==> config.mk <==
export PLATFORM = sky130hd
export DESIGN_NAME = lrwq_ram
export DESIGN_NICKNAME = d
export VERILOG_FILES = /design/src/rtl/leased_retry_work_queue_macros.svh /design/src/rtl/lrwq_ram.sv
export SDC_FILE = /design/constraint.sdc
export NUM_CORES = 1
export LEC_CHECK = 0
export BUFFER_PORTS_ARGS = -buffer_cell sky130_fd_sc_hd__buf_2
export CAP_MARGIN = 25
export CORE_ASPECT_RATIO = 0.9
export CORE_UTILIZATION = 55
export DETAILED_ROUTE_END_ITERATION = 6
export PLACE_DENSITY_LB_ADDON = 0.1
export SYNTH_ARGS = -nofsm -noshare
export SYNTH_HDL_FRONTEND = slang
export SYNTH_SLANG_ARGS = --single-unit
==> constraint.sdc <==
create_clock -name clk -period 2.4 [get_ports clk]
set_clock_uncertainty 0.15 [all_clocks]
set_input_delay 0.24 -clock clk [delete_from_list [all_inputs] [get_ports clk]]
set_output_delay 0.24 -clock clk [all_outputs]
set_load 0.01 [all_outputs]
==> src/rtl/leased_retry_work_queue_macros.svh <==
// Assertion macros shared by the work queue RTL.
`ifndef LEASED_RETRY_WORK_QUEUE_MACROS_SVH
`define LEASED_RETRY_WORK_QUEUE_MACROS_SVH

// Same-cycle implication under asynchronous active-low reset.
`define LRWQ_ASSERT_NOW(label, clk, rst_n, ante, cons, msg) \
	label: assert property (@(posedge clk) disable iff (!rst_n) (ante) |-> (cons)) \
		else $error(msg);

// Next-cycle implication under asynchronous active-low reset.
`define LRWQ_ASSERT_NEXT(label, clk, rst_n, ante, cons, msg) \
	label: assert property (@(posedge clk) disable iff (!rst_n) (ante) |=> (cons)) \
		else $error(msg);

`endif

==> src/rtl/lrwq_ram.sv <==
// ----------------------------------------------------------------------------
// lrwq_ram
// Generic single-write, single-read RAM with registered read data.
// ----------------------------------------------------------------------------
`timescale 1ns / 1ps
`default_nettype none
module lrwq_ram #(
	parameter int WIDTH = 8,
	parameter int DEPTH = 16,
	localparam int ADDR_W = $clog2(DEPTH)
) (
	input  wire logic              clk,
	input  wire logic              we,
	input  wire logic [ADDR_W-1:0] waddr,
	input  wire logic [WIDTH-1:0]  wdata,
	input  wire logic              re,
	input  wire logic [ADDR_W-1:0] raddr,
	output logic      [WIDTH-1:0]  rdata
);

	logic [WIDTH-1:0] mem [DEPTH];

	// write port and registered read port
	always_ff @(posedge clk) begin
		if (we) begin
			mem[waddr] <= wdata;
		end
		if (re) begin
			rdata <= mem[raddr];
		end
	end

endmodule
`default_nettype wire

=== After elaboration in Yosys (flattened, before gate mapping) ===
Memory sizes are Yosys's and may differ from the RTL's. A register that Yosys moved wholly into a read port is not among the register bits.
Cells that the tools add are included.

* Memories kept: 1
* Input bits: 19
* Memory bits (writable): 128
* Word-level logic and storage cells: 3
* Output and inout bits: 8
* Register bits: 0

* Muxes and demuxes: 2

{| class="wikitable"
|+ Memory list
! name !! words !! bits a word !! rd ports !! clocked after memory_dff !! wr ports !! RTL line !! text
|-
| mem || 16 || 8 || 1 || 1 || 1 || lrwq_ram.sv:21 || <nowiki>logic [WIDTH-1:0] mem [DEPTH];</nowiki>
|}

{| class="wikitable"
|+ Operators with widths
! cell !! count
|-
| $mux 1 || 2
|}

=== Depth between registers and ports, before layout ===
* Depth in word-level cells: 2
* Depth in mapped cells: 5
* Mapped depth without buffers: 3

=== Least setup slack after synthesis ===
No wires, ideal clock.

* Path type: input port to flip-flop
* From: input waddr[2]
* To: memory mem[0][0], enable pin
* Stages: 2
* Data arrival time: 1350 ps
* Slack: 517 ps
* Data required time: 1867 ps
* Path buffers: 0
* Library setup time: 383 ps
* Cells stage by stage: or3b_2 -> nor3_1

{| class="wikitable"
|+ RTL lines
! item !! RTL line !! text
|-
| start: declaration || lrwq_ram.sv:14 || <nowiki>input wire logic [ADDR_W-1:0] waddr,</nowiki>
|-
| end: declaration || lrwq_ram.sv:21 ||
|}

Straight into the memory's write port.

==> metrics.md <==
| Metric | Value |
|---|---|
| Status | complete, no violations |
| CTS Root Cell | clkbuf_8 |
| CP endpoint kind | register |
| Worst Setup Start Kind | register |
| Fin crit period | 1.671 ns |
| GRT Residual Overflow | 0 |
| Arr. time, crit path | 1.77 ns |
| Die area | 0.009899 mm² |
| Leakage | 2.150 nW |
| Clock buffer count from CTS | 17 |
| Hold_sp | waddr[2] |
| DP HPWL | 6.141 mm |
| Final setup vio count | 0 |
| Crit Path Class | register to register |
| Top post-synthesis cells by area | edfxtp_1 (78%), mux4_2 (7.8%), mux4_1 (7.0%), a22oi_1 (2.3%), nor2_1 (0.93%) |
| Syn_area_per_cell | 22.83 µm² |
| Port Buffers | 26 |
| Post-route cell area | 0.006295 mm² |
| Clock Sinks | 136 |
| Wl on met1 | 4.199 mm |
| H-tree depth | 4 |
| Fin. max-slew vios | 0 |
| Placed cell areas | 0.005602 mm² |
| Most frequent cell after synthesis | edfxtp_1 |
| Cell total after placement | 389 |
| Critical path cell sequence | mux4_1 -> a22oi_1 -> nand2_1 |
| Tightest Pin Transition | 0.5665 ns |
| Async set-reset flop share out of synthesis | 0% |
| Total number of vias | 2468 |
| Gr usage total | 21.81% |
| Register area share after synthesis | 78.12% |
| Relative slew slack | 62.09% |
| I/O pin count | 27 |
| Post-CTS Setup Repair Bufs | 0 |
| Fill count | 615 |
| 1st-pass router iterations | 4 |
| CORE AREA | 0.009166 mm² |
| Post-synthesis sequential element count | 136 |
| Max-Cap Viols | 0 |
| Unrepaired setup endpoints after global routing | no |
| Share of cells above drive strength 1 | 30.84% |
| WL final | 9.647 mm |
| Top-area cell type share of the netlist area | 78.12% |
| Initial Util | 57.03% |
| Post-synth top flop | edfxtp_1 |
| Largest net degree at the start of global routing | 33 |
| Fin nets | 314 |
| Worst-skew pair later-pin latency | 0.52 ns |
| Synthesis-to-finish area growth | 20.42% |
| Die W | 104.8 µm |
| Routed Antenna Nets | 0 |
| Fmax achieved | 0.5983 GHz |
| Final Total Pwr | 5.555 mW |
| Syn_nets | 248 |
| Highest Signal Layer | met4 |
| Crit-path max cell delay | 0.52 ns |
| Crit. Startpoint | mem[4][2] |
| # diodes | 0 |
| Vias in the first global route | 2598 |
| Met3 wire len | 493 µm |
| Clock-pin slew on the worst setup and hold paths | 0.06 ns |
| Routed wire length per instance | 22.43 µm |
| Area of the mapped netlist | 0.005228 mm² |
| Final setup TNS | 0 ns |
| Final worst setup slack | 0.7285 ns |
| Yosys top cell by area | edfxtp_1 |
| Drt drc | 0 |
| Synth top cells by count | edfxtp_1 (136), mux4_2 (18), a22oi_1 (16), mux4_1 (14), nor2_1 (13) |
| DR vias/cell | 5.740 |
| Max clock buf depth | 2 |
| Hold WC Path Type | input port to register |
| Initial antenna violation count | 0 |
| Final cell count without fillers | 430 |
| CP max-delay cell | mux4_1 |
| Final hold vios | 0 |
| First-pass GRT wire length | 14.70 mm |
| YS warnings | 0 |
| Pwr/cell area | 882.5 mW/mm² |
| CP required | 2.50 ns |
| 1st-iter DRT viols | 134 |
| Rows | 33 |
| Post-place setup slack | 0.3769 ns |
| Final period utilization | 69.64% |
| Synth Instances | 229 |
| EDFF count, synth | 136 |
| CTS tree | done |
| Peak VDD IR | 0.0005480 V |
| Count of cell types in the netlist | 18 |
| R2R Path Start | mem[4][2] |
| Die H | 94.49 µm |
| Met2 wire len | 4.907 mm |
| Routability Congestion | 0.7570 |
| Worst Path Max Fanout | 1 |
flip-flops by register name, indices dropped and copies added, names as in the netlist:
signal and cells:
mem 128, rdata 8
layout make-up:
cell class	count	area (µm²)	area share, %
Clock buffer	21	429.2	6.818
Clock inverter	11	173.9	2.763
Multi-Input combinational cell	83	1057	16.80
Sequential cell	136	4084	64.88
Tap cell	122	152.6	2.425
Timing Repair Buffer	57	397.9	6.321
worst max-delay path, delay by kind of cell, from the launching register on:
family | cells | cell delay (ns)
simple gates | 1 | 0.10
compound gates | 1 | 0.27
flops | 1 | 0.37
mux | 1 | 0.52
layout by cell type, fill, tap and decap left out:
| master | Yosys | layout |
|---|---|---|
| edfxtp_1 | 136 | 136 |
| buf_2 | 3 | 26 |
| buf_4 | 1 | 21 |
| mux4_2 | 18 | 18 |
| a22oi_1 | 16 | 16 |
| clkbuf_16 | 0 | 16 |
| mux4_1 | 14 | 14 |
| nor2_1 | 13 | 13 |
| nand2_1 | 9 | 9 |
| dlygate4sd3_1 | 0 | 9 |
| nor3_1 | 4 | 4 |
| clkbuf_1 | 0 | 4 |
| bufinv_16 | 0 | 4 |
| clkinv_4 | 0 | 3 |
| clkinvlp_4 | 0 | 3 |
| nand3b_1 | 2 | 2 |
| nand2b_1 | 2 | 2 |
| nor2b_1 | 1 | 1 |
| and2_1 | 1 | 1 |
| and2b_1 | 1 | 1 |
| nand3_1 | 1 | 1 |
| or3b_2 | 1 | 1 |
| clkbuf_8 | 0 | 1 |
| clkinv_2 | 0 | 1 |
| buf_12 | 0 | 1 |
power by group:
part / internal (mW) / total [mW] / switching (mW)
Clock: 1.69 / 2.61 / 0.920
Sequential: 2.68 / 2.69 / 0.0136
Combinational: 0.114 / 0.256 / 0.142
Total: 4.48 / 5.56 / 1.08
through the flow:
| stage | hold WS [ns] | util (%) |
|---|---|---|
| global placement | 0.4719 | 61.11 |
| detailed placement | 0.4662 | 61.11 |
| floorplan | 0.1889 | - |
| CTS | 0.09670 | 68.67 |
| global route | 0.1289 | 68.67 |
| finish | 0.1183 | 68.67 |
worst paths after layout:
kind,end,slack (ns),cells past startpoint
setup reg to reg,rdata[2],0.73,3
hold reg to reg,rdata[4],0.61,3
hold / removal,mem[1][7],0.12,3
setup / recovery,rdata[2],0.73,3
cells by family (layout without fill, tap and decap cells):
family / count (synthesis) / count (layout) / share of synthesized area [%]
DFF: 136 / 136 / 78.12
and+or+nand+nor: 35 / 35 / 3.136
muxes: 32 / 32 / 14.79
AOI/OAI and AO/OA: 16 / 16 / 2.298
buffers and inverters: 10 / 89 / 1.651
layer usage:
metal  vias up  GRT usage [%]
li1       1118              -
met1      1281          27.76
met2        65          36.09
met3         4          5.797
met4         0          9.507
met5         -              0
timing repair:
| action | in CTS | in global routing |
|---|---|---|
| resized for setup | 0 | 0 |
| hold buffers | 9 | 0 |
| hold endpoints to repair | 136 | 0 |
(Power assumes the default switching activity.)
